==> src/sv/roli_pkg.sv <==
// ----------------------------------------------------------------------------
// Rank order of leading items: package
// Sizes, the queue word format and the report limit helper.
// ----------------------------------------------------------------------------
package roli_pkg;

   // Row storage and field sizes.
   localparam int ROW_ITEMS   = 64;
   localparam int SCORE_W     = 16;
   localparam int IDX_W       = 6;
   localparam int LIM_W       = 7;
   localparam int MAX_REPORT  = 64;
   localparam int SLOT_W      = (ROW_ITEMS > 1) ? $clog2(ROW_ITEMS) : 1;
   localparam int CNT_W       = $clog2(ROW_ITEMS + 1);
   localparam int WIDE_W      = (LIM_W > CNT_W) ? LIM_W : CNT_W;
   localparam int INDEX_LIMIT_RESET = 2;

   // Queue between the front and the back.
   localparam int QUEUE_DEPTH = 4;
   localparam int QPTR_W      = $clog2(QUEUE_DEPTH);
   localparam int QCNT_W      = $clog2(QUEUE_DEPTH + 1);

   // One classified word as it travels through the queue.
   typedef struct packed {
      logic signed [SCORE_W-1:0] score;
      logic                      wr;
      logic                      last;
   } entry_type;

   // Number of items reported for a row: the limit, capped at the widest
   // reportable index range and at the number of stored scores.
   function automatic logic [CNT_W-1:0] report_count(input logic [LIM_W-1:0] limit,
                                                     input logic [CNT_W-1:0] stored);
      logic [WIDE_W-1:0] lim_w;
      logic [WIDE_W-1:0] cnt_w;
      lim_w = WIDE_W'(limit);
      cnt_w = WIDE_W'(stored);
      if (lim_w > WIDE_W'(MAX_REPORT)) begin
         lim_w = WIDE_W'(MAX_REPORT);
      end
      if (lim_w > cnt_w) begin
         lim_w = cnt_w;
      end
      return CNT_W'(lim_w);
   endfunction

endpackage

==> src/sv/roli_queue.sv <==
// ----------------------------------------------------------------------------
// Rank order of leading items: queue
// Short first-in first-out buffer that lets the front keep taking words
// while the back is busy.
// ----------------------------------------------------------------------------
module roli_queue
   import roli_pkg::*;
(
   input  logic      clock,
   input  logic      reset,
   input  logic      push,
   input  entry_type push_entry,
   output logic      full,
   input  logic      pop,
   output logic      pop_valid,
   output entry_type pop_entry
);

   entry_type         slot_ff [QUEUE_DEPTH];
   logic [QPTR_W-1:0] wr_ptr_ff;
   logic [QPTR_W-1:0] wr_ptr_in;
   logic [QPTR_W-1:0] rd_ptr_ff;
   logic [QPTR_W-1:0] rd_ptr_in;
   logic [QCNT_W-1:0] used_ff;
   logic [QCNT_W-1:0] used_in;
   logic              do_push;
   logic              do_pop;

   assign full      = (used_ff == QCNT_W'(QUEUE_DEPTH));
   assign pop_valid = (used_ff != '0);
   assign pop_entry = slot_ff[rd_ptr_ff];
   assign do_push   = push && !full;
   assign do_pop    = pop && pop_valid;

   // Pointer and occupancy update.
   always_comb begin
      wr_ptr_in = do_push ? wr_ptr_ff + QPTR_W'(1) : wr_ptr_ff;
      rd_ptr_in = do_pop  ? rd_ptr_ff + QPTR_W'(1) : rd_ptr_ff;
      used_in   = used_ff;
      if (do_push && !do_pop) begin
         used_in = used_ff + QCNT_W'(1);
      end else if (do_pop && !do_push) begin
         used_in = used_ff - QCNT_W'(1);
      end
   end

   always_ff @(posedge clock) begin
      if (reset) begin
         wr_ptr_ff <= '0;
         rd_ptr_ff <= '0;
         used_ff   <= '0;
      end else begin
         wr_ptr_ff <= wr_ptr_in;
         rd_ptr_ff <= rd_ptr_in;
         used_ff   <= used_in;
      end
   end

   // Storage words need no reset.
   always_ff @(posedge clock) begin
      if (do_push) begin
         slot_ff[wr_ptr_ff] <= push_entry;
      end
   end

endmodule

==> config.mk <==
export PLATFORM = sky130hd
export DESIGN_NAME = roli_queue
export DESIGN_NICKNAME = d
export VERILOG_FILES = /design/src/sv/roli_pkg.sv /design/src/sv/roli_queue.sv
export SDC_FILE = /design/constraint.sdc
export NUM_CORES = 1
export LEC_CHECK = 0
export BUFFER_PORTS_ARGS = -buffer_cell sky130_fd_sc_hd__buf_2
export CAP_MARGIN = 0
export CORE_MARGIN = 3
export CORE_UTILIZATION = 36
export CTS_CLUSTER_SIZE = 20
export DETAILED_ROUTE_END_ITERATION = 7
export SYNTH_ARGS = -nofsm -noshare
export SYNTH_HDL_FRONTEND = slang
export SYNTH_SLANG_ARGS = --single-unit
==> constraint.sdc <==
create_clock -name clock -period 1.8 [get_ports clock]
set_input_delay 0.36 -clock clock [delete_from_list [all_inputs] [get_ports clock]]
set_output_delay 0.36 -clock clock [all_outputs]
set_load 0.1 [all_outputs]
==> results.json <==
{
  "fillers": 712,
  "min_path_type": "in2reg",
  "cts.clk_slew.worst_paths_ps": 80,
  "grt_pass1_wl_um": 8473,
  "fin_crit_ps": 1994,
  "min_path_cells": 1,
  "ctsHoldBuffers": 0,
  "drc": 0,
  "cts-root-buf": "clkbuf_8",
  "status": "finished with violations",
  "area_growth_syn_to_layout_pct": 30.06,
  "io_pins": 42,
  "crit_type": "reg2out",
  "syn-cell-area_sq_um": 3080,
  "via_count": 1497,
  "holdWs_ps": 222.0,
  "routed_via_density": 4.737,
  "ys_warn_count": 0,
  "worst_setup_path_end_kind": "primary output",
  "hold_path_startpoint": "push_entry[15]",
  "die_area_sq_um": 9703,
  "violations": "setup timing",
  "ant_nets": 0,
  "synth_seq_cells": 81,
  "ff2ff_setup_slack_ps": -40,
  "h-tree-depth": 3,
  "drive_gt1_share_pct": 49.76,
  "gp_congestion": 0.7002,
  "antenna_found_initial": 0,
  "total_power_uw": 7034,
  "ys_top_cells_by_area": "edfxtp_1 (70%), mux4_2 (13%), dfxtp_1 (5.8%)",
  "post-route-util_pct": 48.52,
  "core_area_sq_um": 8258,
  "arrival_ps": 1630,
  "grt_start_max_net_pins": 19,
  "finalWorstSetupSlack_ps": -193.7,
  "yosys.area.top_type": "edfxtp_1",
  "wl_met3_um": 376,
  "syn_inst": 142,
  "worstMarginPinSlew_ps": 278.7,
  "cts_sinks": 81,
  "place_inst": 295,
  "r2r_cells": 7,
  "clk_latency_ps": 350,
  "reg2reg_to": "used_ff[2]",
  "power_density_nw_per_um2": 1756,
  "grt_usage_pct": 12.13,
  "timing.rr.start": "used_ff[0]",
  "wl_met2_um": 2849,
  "first_pass_iters": 4,
  "ys_types": 22,
  "routedWlPerCell_um": 16.76,
  "crit_required_ps": 1440,
  "grt_overflow": 0,
  "die_w_um": 98.51,
  "hold_violations": 0,
  "portBuffers": 41,
  "start_util_pct": 37.30,
  "cts_max_path_buffers": 2,
  "cts_tree": "done",
  "synth.net_count": 170,
  "cap_violations": 0,
  "top_layer": "met4",
  "crit_path_max_fanout": 8,
  "final_cells": 316,
  "ir_drop_uv": 1469,
  "numCtsBuffers": 9,
  "drt-initial-drc-count": 60,
  "max_freq_ghz": 0.5016,
  "first_global_vias": 1602,
  "setup_viol": 19,
  "slew_headroom_pct": 81.12,
  "period_share_pct": 110.8,
  "met1_length_um": 1932,
  "die_y_um": 98.51,
  "mostFrequentLayoutCells": "edfxtp_1 (72), buf_2 (21), mux4_2 (18), buf_6 (18), buf_12 (10)",
  "finalWirelength_um": 5297,
  "nets": 234,
  "dp_hpwl_um": 3239,
  "ys_seq_area_share_pct": 76.04,
  "skew_ps": 9.199,
  "avgSynthCellArea_sq_um": 21.69,
  "setup-tns-final_ps": -3102,
  "worst_setup_path_start_kind": "flop",
  "mostFrequentLayoutCell": "edfxtp_1",
  "synth_top_area_share_pct": 70.19,
  "power_leakage_uw": 0.001396,
  "hold_end": "slot_ff[0][15]",
  "rows": 33,
  "grt_setup_unrepaired": "true",
  "diodes": 0,
  "drv_slew": 0
}
## routing by layer
| layer | up-vias | GRT usage (%) |
|---|---|---|
| li1 | 699 | - |
| met1 | 746 | 13.02 |
| met2 | 40 | 20.12 |
| met3 | 12 | 4.812 |
| met4 | 0 | 7.353 |
| met5 | - | 0 |
## worst max path at each step
stage                               end  slack, ps  cells past startpoint
final                     pop_entry[13]       -190                      3
after global routing       pop_entry[4]       -250                      3
after CTS                 pop_entry[13]       -250                      3
after detailed placement     used_ff[2]       -170                      7
after global placement       used_ff[2]       -110                      7
after floorplan              used_ff[2]       -590                      8
## repair_timing
| action | CTS | global route |
|---|---|---|
| cloned | 1 | 0 |
| resized for setup | 47 | 8 |
| pin swaps | 6 | 1 |
| setup endpoints to repair | 21 | 21 |
| buffers inserted | 3 | 1 |
## area by class of cell
cell class / count / area (sq um) / share of cell area [%]
flip-flops and latches: 81 / 2352 / 58.71
inverters: 4 / 15.01 / 0.3748
repair buffers: 58 / 595.6 / 14.87
well taps: 105 / 131.4 / 3.279
multi-input cells: 52 / 724.4 / 18.08
clock buffers: 11 / 131.4 / 3.279
clock inverters: 5 / 56.30 / 1.405
## flip-flops by register name (all words and copies together), names as in the netlist, named ones only
signal / flops
wr_ptr_ff: 2
rd_ptr_ff: 2
used_ff: 3
slot_ff: 72
## Yosys cell counts, drive strengths merged
master and number:
a21oi 2, and2 4, buf 4, clkbuf 1
dfxtp 9, edfxtp 72, fa 1, ha 5
inv 4, mux2i 2, mux4 18, nand2b 2
nor2 6, nor3b 1, o21ai 2, o311ai 1
o31ai 1, or3 3, xor2 4
## report_power, final
group	switching, uW	leakage [uW]	internal, uW
combinational	2180	0.000567	1210
clock	613	0.0000933	639
sequential	109	0.000736	2280
## cells by family (layout without fill, tap and decap cells)
kind of cell	Yosys count	count (layout)	synth area share, %
AOI/OAI and AO/OA	6	6	1.340
and+or+nand+nor	16	16	3.046
xor gates and xnor gates	4	4	1.137
DFF	81	81	76.04
muxes	20	20	13.81
adders and majority gates	6	6	2.681
buffers and inverters	9	78	1.949
## stage by stage
stage               area, sq um  setup slack [ps]
floorplan                  3117            -591.1
global placement           3576            -110.9
detailed placement         3576            -166.6
CTS                        3964            -251.3
global route               4006            -255.0
finish                     4006            -193.7
## critical path, cell delays in order, from the launching register on
cell	delay, ps
dfxtp_4	400
buf_12	150
mux4_2	530
buf_6	210
(Power assumes the default switching activity.)
