File: config.mk
export PLATFORM = sky130hd
export DESIGN_NAME = roli_front
export DESIGN_NICKNAME = d
export VERILOG_FILES = /design/src/sv/roli_pkg.sv /design/src/sv/roli_front.sv
export SDC_FILE = /design/constraint.sdc
export NUM_CORES = 1
export LEC_CHECK = 0
export BUFFER_PORTS_ARGS = -buffer_cell sky130_fd_sc_hd__buf_2
export CORE_MARGIN = 4
export CORE_UTILIZATION = 38
export DETAILED_ROUTE_END_ITERATION = 8
export GPL_TIMING_DRIVEN = 0
export PLACE_DENSITY = 0.78
export SYNTH_ARGS = -nofsm -noshare
export SYNTH_HDL_FRONTEND = slang
export SYNTH_SLANG_ARGS = --single-unit
File: constraint.sdc
create_clock -name clock -period 1.5 [get_ports clock]
set_clock_uncertainty 0.05 [all_clocks]
set_input_delay 0.45 -clock clock [delete_from_list [all_inputs] [get_ports clock]]
set_output_delay 0.45 -clock clock [all_outputs]
set_load 0.1 [all_outputs]
File: src/sv/roli_pkg.sv
// ----------------------------------------------------------------------------
// Rank order of leading items: package
// Sizes, the queue word format and the report limit helper.
// ----------------------------------------------------------------------------
package roli_pkg;

   // Row storage and field sizes.
   localparam int ROW_ITEMS   = 64;
   localparam int SCORE_W     = 16;
   localparam int IDX_W       = 6;
   localparam int LIM_W       = 7;
   localparam int MAX_REPORT  = 64;
   localparam int SLOT_W      = (ROW_ITEMS > 1) ? $clog2(ROW_ITEMS) : 1;
   localparam int CNT_W       = $clog2(ROW_ITEMS + 1);
   localparam int WIDE_W      = (LIM_W > CNT_W) ? LIM_W : CNT_W;
   localparam int INDEX_LIMIT_RESET = 2;

   // Queue between the front and the back.
   localparam int QUEUE_DEPTH = 4;
   localparam int QPTR_W      = $clog2(QUEUE_DEPTH);
   localparam int QCNT_W      = $clog2(QUEUE_DEPTH + 1);

   // One classified word as it travels through the queue.
   typedef struct packed {
      logic signed [SCORE_W-1:0] score;
      logic                      wr;
      logic                      last;
   } entry_type;

   // Number of items reported for a row: the limit, capped at the widest
   // reportable index range and at the number of stored scores.
   function automatic logic [CNT_W-1:0] report_count(input logic [LIM_W-1:0] limit,
                                                     input logic [CNT_W-1:0] stored);
      logic [WIDE_W-1:0] lim_w;
      logic [WIDE_W-1:0] cnt_w;
      lim_w = WIDE_W'(limit);
      cnt_w = WIDE_W'(stored);
      if (lim_w > WIDE_W'(MAX_REPORT)) begin
         lim_w = WIDE_W'(MAX_REPORT);
      end
      if (lim_w > cnt_w) begin
         lim_w = cnt_w;
      end
      return CNT_W'(lim_w);
   endfunction

endpackage

File: src/sv/roli_front.sv
// ----------------------------------------------------------------------------
// Rank order of leading items: front end
// Accepts score words, tracks the row fill and marks words past the row
// capacity as dropped before they enter the queue.
// ----------------------------------------------------------------------------
module roli_front
   import roli_pkg::*;
(
   input  logic                      clock,
   input  logic                      reset,
   input  logic                      req_valid,
   output logic                      req_stall,
   input  logic signed [SCORE_W-1:0] req_score,
   input  logic                      req_row_last,
   input  logic                      q_full,
   output logic                      q_push,
   output entry_type                 q_entry
);

   logic [CNT_W-1:0] fill_ff;
   logic [CNT_W-1:0] fill_in;
   logic             accept;

   // The queue being full is the only reason to hold off the sender.
   assign req_stall = q_full;
   assign accept    = req_valid && !q_full;
   assign q_push    = accept;

   // Classify the word: stored while the row has room, always passed on.
   always_comb begin
      q_entry.score = req_score;
      q_entry.wr    = (fill_ff < CNT_W'(ROW_ITEMS));
      q_entry.last  = req_row_last;
   end

   // Row fill count, cleared when the row ends.
   always_comb begin
      fill_in = fill_ff;
      if (accept) begin
         if (req_row_last) begin
            fill_in = '0;
         end else if (q_entry.wr) begin
            fill_in = fill_ff + CNT_W'(1);
         end
      end
   end

   always_ff @(posedge clock) begin
      if (reset) begin
         fill_ff <= '0;
      end else begin
         fill_ff <= fill_in;
      end
   end

endmodule

==> results of run 1 <==
==> report_power, final <==
group	internal (uW)	leakage [uW]	total [uW]	switching (uW)
Combinational	69.9	0.000276	300	230
Sequential	187	0.0000565	189	1.37
Clock	102	0.0000150	183	81.2
==> per-layer routing <==
metal / part of all wire / vias up
met1: 0.38 / 205
met2: 0.43 / 34
met5: 0 / -
met3: 0.16 / 5
li1: - / 253
met4: 0.031 / 0
==> Yosys cell counts <==
cell,number,area (sq um)
ha_1,1,12.5
or4_1,2,15.0
o31ai_1,1,7.51
buf_6,1,11.3
a41oi_1,1,8.76
inv_2,1,3.75
dfxtp_1,7,140
a21oi_1,3,15.0
o21ai_0,2,10.0
nand4_1,1,6.26
nor4b_2,1,15.0
nand2b_1,1,6.26
mux2i_1,3,30.0
nand2b_4,1,13.8
nor2_1,1,3.75
and3_1,1,6.26
nand2_1,2,7.51
inv_1,4,15.0
nor4_1,2,12.5
or3b_1,3,26.3
nand3b_1,4,30.0
nor2b_1,1,6.26
buf_4,18,135
==> worst max-delay path, stage by stage <==
cell and delay (ns):
buf_6 0.09, nand2b_4 0.18, inv_4 0.08, buf_12 0.17
==> layout make-up <==
cell class | instances | area [sq um] | share of cell area
inverters | 5 | 21.3 | 0.0291
clock buffers | 4 | 26.3 | 0.0360
well taps | 15 | 18.8 | 0.0257
multi-input cells | 31 | 233 | 0.318
plain buffers | 18 | 135 | 0.185
repair buffers | 25 | 156 | 0.214
flip-flops and latches | 7 | 140 | 0.192
==> through the flow <==
stage	area [sq um]	hold WS, ns	TNS, ns	util	total power [uW]
final	731	0.399	0	0.555	672
after detailed placement	679	0.437	-0.500	0.516	486
after global placement	679	0.429	-0.430	0.516	484
after CTS	734	0.392	-0.0351	0.557	676
after global routing	731	0.411	0	0.555	698
after floorplan	541	0.410	0	-	451
==> worst max path at each step <==
| stage | from | to | slack [ns] | depth (start not counted) |
|---|---|---|---|---|
| after floorplan | q_full | q_push | 0.08 | 3 |
| after global placement | q_full | q_push | -0.28 | 5 |
| final | q_full | q_push | 0.03 | 4 |
| after CTS | q_full | q_push | -0.04 | 5 |
| after global routing | fill_ff[6] | q_entry[1] | 0.003 | 2 |
| after detailed placement | q_full | q_push | -0.29 | 5 |
==> kinds of logic (layout without fill, tap and decap cells) <==
family                     after synthesis  after routing  synth area share
AOI/OAI and AO/OA                        7              7            0.0767
muxes                                    3              3            0.0558
buffers and inverters                   24             52             0.307
adders and majority gates                1              1            0.0233
DFF                                      7              7             0.260
and+or+nand+nor                         20             20             0.277
==> timing repair <==
action | 4_1_cts | 5_1_grt
setup endpoints to repair | 4 | 1
hold buffers | 0 | 0
setup buffers | 0 | 1
resized for setup | 8 | 0
==> qor.txt, run 1 <==
status -> completed
DRC -> 0
CTS tree -> done
first-pass GRT wire length -> 1590 microns
routed vias/inst -> 4.73
setup slack, reg-to-reg -> 0.11 ns
leakage -> 0.000347 uW
Worst Hold Endpoint -> fill_ff[1]
unrepaired setup endpoints after global routing -> no
Die W -> 45.6 microns
Layout fillers -> 133
Max Cap Violations -> 0
min cycle time layout -> 1.47 ns
Die Area -> 2080 sq um
Fmax -> 679 MHz
library cells used by synthesis -> 23
crit path max fanout -> 9
Worst Setup Path Type -> in -> out
Worst IR Drop VDD -> 434 uV
initial antenna violation count -> 0
r2r startpoint -> fill_ff[0]
number of synthesized register bits -> 7
Cell Pwr Density -> 920 nW/um^2
GRT met2 Usage -> 0.175
Area Overhead vs Synth -> 35.8%
CTS clk-pin slew, worst paths -> 0.06 ns
hold crit path type -> in -> reg
first-pass iteration count of the detailed router -> 4
Core ar. -> 1320 sq um
DR vias -> 497
GPL Wtd Cong -> 0.797
data arrival time of the critical path -> 0.97 ns
Pins Over Slew Limit -> 0
die height -> 45.6 microns
register area share after synthesis -> 0.260
worst hold path startpoint -> reset
Iteration-0 DRC Markers -> 3
syn_nets -> 84
initial core utilization -> 0.408
Netlist Area Pre-Place -> 538 sq um
final setup vio count -> 0
Layout Cells excl Fill -> 105
worst r2r path cells -> 4
Inserted Diodes -> 0
Syn Area/Cell -> 8.68 sq um
worst-case clock buffer depth -> 2
num rows -> 13
Post-DRT Antenna Nets -> 0
nets@finish -> 113
post-DP HPWL -> 895 microns
commonest non-fill, non-tap cell in the layout -> buf_4
clk_lat worst skew -> 0.26 ns
pre-CTS setup slack -> -0.290 ns
worst slew pin tran -> 0.488 ns
Final period util -> 0.982
GR met3 Demand/Resource -> 0.0277
Clock Sinks -> 7
worst rel slew slack -> 0.677
Biggest register -> fill_ff
met1 usage -> 0.112
CP required -> 1.00 ns
final setup margin -> 0.0274 ns
io pins -> 41
Placed Cells -> 101
most frequent cells in the layout -> buf_4 (22), buf_2 (19), dfxtp_1 (7)
Synth Instances -> 62
DR WL/cell -> 10.4 microns
final wirelength -> 1090 microns
Worst setup EP type -> output port
crit start category -> input pin
Top Registers -> fill_ff (7)
Total Routing Usage GR -> 0.107
FF-to-FF End -> fill_ff[2]
WHS Path Cells -> 2
clock root cell -> clkbuf_4
max reg flops -> 7
grt total ovfl -> 0
Hold Vio Cnt, Final -> 0
maximum number of pins on one net before global-route repair -> 10
H-Tree Depth -> 1
PortBufs -> 24
Num CTS Buffers -> 3
global route hottest layer -> met2
layout cells sized above 1 -> 0.544
Syn. warnings -> 0
vias in the first global route -> 438
Power figures use the tool's default switching activity.
==> inputs of run 2 (changes only) <==
--- a/config.mk
+++ b/config.mk
@@ -8,9 +8,11 @@
 export BUFFER_PORTS_ARGS = -buffer_cell sky130_fd_sc_hd__buf_2
 export CORE_MARGIN = 4
 export CORE_UTILIZATION = 38
+export CTS_BUF_LIST = sky130_fd_sc_hd__clkbuf_16
 export DETAILED_ROUTE_END_ITERATION = 8
 export GPL_TIMING_DRIVEN = 0
 export PLACE_DENSITY = 0.78
+export REMOVE_ABC_BUFFERS = 1
 export SYNTH_ARGS = -nofsm -noshare
 export SYNTH_HDL_FRONTEND = slang
 export SYNTH_SLANG_ARGS = --single-unit
==> run 2 against run 1 <==
Effect of this change: die area unchanged; worst setup slack about the same; register-to-register slack got worse by 0.04 ns; utilization decreased by 11 points; flip-flop and latch count stayed put; clock power grew 150%; first-iteration DRC count rose by 130%; total power increased by 8.3%; routed wire length rose by 26%; critical endpoint unchanged; maximum frequency barely moved; global-route usage grew 3.6 points; design area decreased by 20%.
==> qor.txt, run 2 (same netlist as run 1, synthesis figures left out) <==
Placed Cells -> 66 (-35%)
r2r startpoint -> fill_ff[0]
worst slew pin tran -> 0.484 ns (-0.00373 ns)
data arrival time of the critical path -> 0.97 ns (about the same)
vias in the first global route -> 419 (-4.3%)
DR vias -> 430 (-13%)
commonest non-fill, non-tap cell in the layout -> dfxtp_1
CTS tree -> done
num rows -> 13 (unchanged)
fin area -> 588 sq um (-20%)
GPL Wtd Cong -> 0.757 (-5.0%)
Die Area -> 2080 sq um (unchanged)
grt total ovfl -> 0 (unchanged)
worst hold margin -> 0.434 ns (+0.0349 ns)
worst rel slew slack -> 0.679 (+0.00247)
CP startpoint -> q_full
post-DP HPWL -> 860 microns (-3.9%)
Placed Area -> 450 sq um (-34%)
leakage -> 0.000238 uW (-31%)
initial core utilization -> 0.408 (unchanged)
crit path max fanout -> 8 (-1)
clk_lat worst skew -> 0.23 ns (-0.03 ns)
Hold Vio Cnt, Final -> 0 (unchanged)
Worst IR Drop VDD -> 656 uV (+51%)
setup slack, reg-to-reg -> 0.07 ns (-0.04 ns)
nets@finish -> 82 (-27%)
H-Tree Depth -> 1 (unchanged)
Max Cap Violations -> 0 (unchanged)
status -> completed
max reg flops -> 7 (unchanged)
io pins -> 41 (unchanged)
Num CTS Buffers -> 3 (unchanged)
Layout fillers -> 126 (-5.3%)
Biggest register -> fill_ff
layout cells sized above 1 -> 0.305 (-0.239)
first-pass GRT wire length -> 1960 microns (+23%)
Setup crit end -> q_push
CP Buf/Inv Count -> 3 (unchanged)
FF-to-FF End -> fill_ff[2]
Pins Over Slew Limit -> 0 (unchanged)
register area -> 140 sq um (unchanged)
DRC -> 0 (unchanged)
most frequent cells in the layout -> dfxtp_1 (7), buf_4 (6), inv_1 (5)
DR WL/cell -> 18.6 microns (+79%)
Final period util -> 0.982 (about the same)
crit-path cells -> buf_6 > nand2b_4 > inv_4 > buf_12
final setup vio count -> 0 (unchanged)
Inserted Diodes -> 0 (unchanged)
Fmax -> 679 MHz (about the same)
Die W -> 45.6 microns (unchanged)
Core ar. -> 1320 sq um (unchanged)
Clock Sinks -> 7 (unchanged)
final wirelength -> 1370 microns (+26%)
Top Registers -> fill_ff (7)
Post-DRT Antenna Nets -> 0 (unchanged)
crit start category -> input pin
Layout Cells excl Fill -> 74 (-30%)
hold crit path type -> in -> reg
clock root cell -> clkbuf_16
WHS Path Cells -> 2 (unchanged)
Worst setup EP type -> output port
Area Overhead vs Synth -> 9.30%
Cell Pwr Density -> 1240 nW/um^2 (+35%)
worst-case clock buffer depth -> 2 (unchanged)
PortBufs -> 8 (-67%)
CTS clk-pin slew, worst paths -> 0.04 ns (-0.02 ns)
Worst Setup Path Type -> in -> out
CP required -> 1.00 ns (about the same)
hold_buf cts -> 0 (unchanged)
routed vias/inst -> 5.81 (+23%)
first-pass iteration count of the detailed router -> 2 (-2)
initial antenna violation count -> 0 (unchanged)
multi-input logic area -> 233 sq um (unchanged)
maximum number of pins on one net before global-route repair -> 10 (unchanged)
min cycle time layout -> 1.47 ns (+0.0000953 ns)
slowest stage delay, CP -> 0.17 ns (about the same)
worst r2r path cells -> 4 (unchanged)
die height -> 45.6 microns (unchanged)
Iteration-0 DRC Markers -> 7 (+4)
Total Routing Usage GR -> 0.143 (+0.0360)
CP top delay family -> buffers and inverters
cell depth of the worst setup path -> 4 (unchanged)
Slowest-stage cell, CP -> nand2b_4
[run 2: worst reg2reg max path: stages (launching register included)]
cell and delay, ns:
dfxtp_1 0.37, ha_1 0.20, inv_1 0.08, or4_1 0.50, a21oi_1 0.15
[run 2: worst min-delay path by stage]
stage	startpoint	endpoint	slack, ns
final	reset	fill_ff[0]	0.43
after global placement	fill_ff[4]	fill_ff[4]	0.43
after floorplan	fill_ff[1]	fill_ff[1]	0.41
after CTS	reset	fill_ff[0]	0.43
after global routing	reset	fill_ff[1]	0.45
after detailed placement	fill_ff[4]	fill_ff[4]	0.44
[run 2: through the flow]
stage	setup TNS [ns]	power [uW]	worst slack, ns	util
6_report	0	728	0.0273	0.446
3_3_place_gp	-0.228	258	-0.228	0.342
2_1_floorplan	0	221	0.0329	-
4_1_cts	0	725	0.0164	0.424
3_5_place_dp	-0.240	259	-0.235	0.342
5_1_grt	-0.00369	754	-0.00369	0.446
[run 2: power by group]
group / total [uW] / leakage, uW / internal, uW / switching (uW)
Combinational: 84.1 / 0.000139 / 30.2 / 53.9
Sequential: 190 / 0.0000565 / 189 / 1.50
Clock: 454 / 0.0000423 / 347 / 107
[run 2: cell type report]
type / count / area share
tap: 15 / 0.0319
inverter: 5 / 0.0362
sequential: 7 / 0.238
timing repair buffer: 12 / 0.164
clock buffer: 3 / 0.128
clock inverter: 1 / 0.00638
multi-input combinational: 31 / 0.396
[run 2: metal layers]
| metal | GRT usage | share of wire | wire length, microns |
|---|---|---|---|
| met5 | 0 | 0 | 0 |
| met4 | 0.0877 | 0.021 | 29 |
| met3 | 0.134 | 0.12 | 160 |
| met2 | 0.175 | 0.44 | 611 |
| met1 | 0.153 | 0.42 | 573 |
[run 2: timing repair]
item / in CTS / in global routing
endpoints found under the setup margin: 3 / 1
resized for setup: 8 / 0
setup buffers: 0 / 4
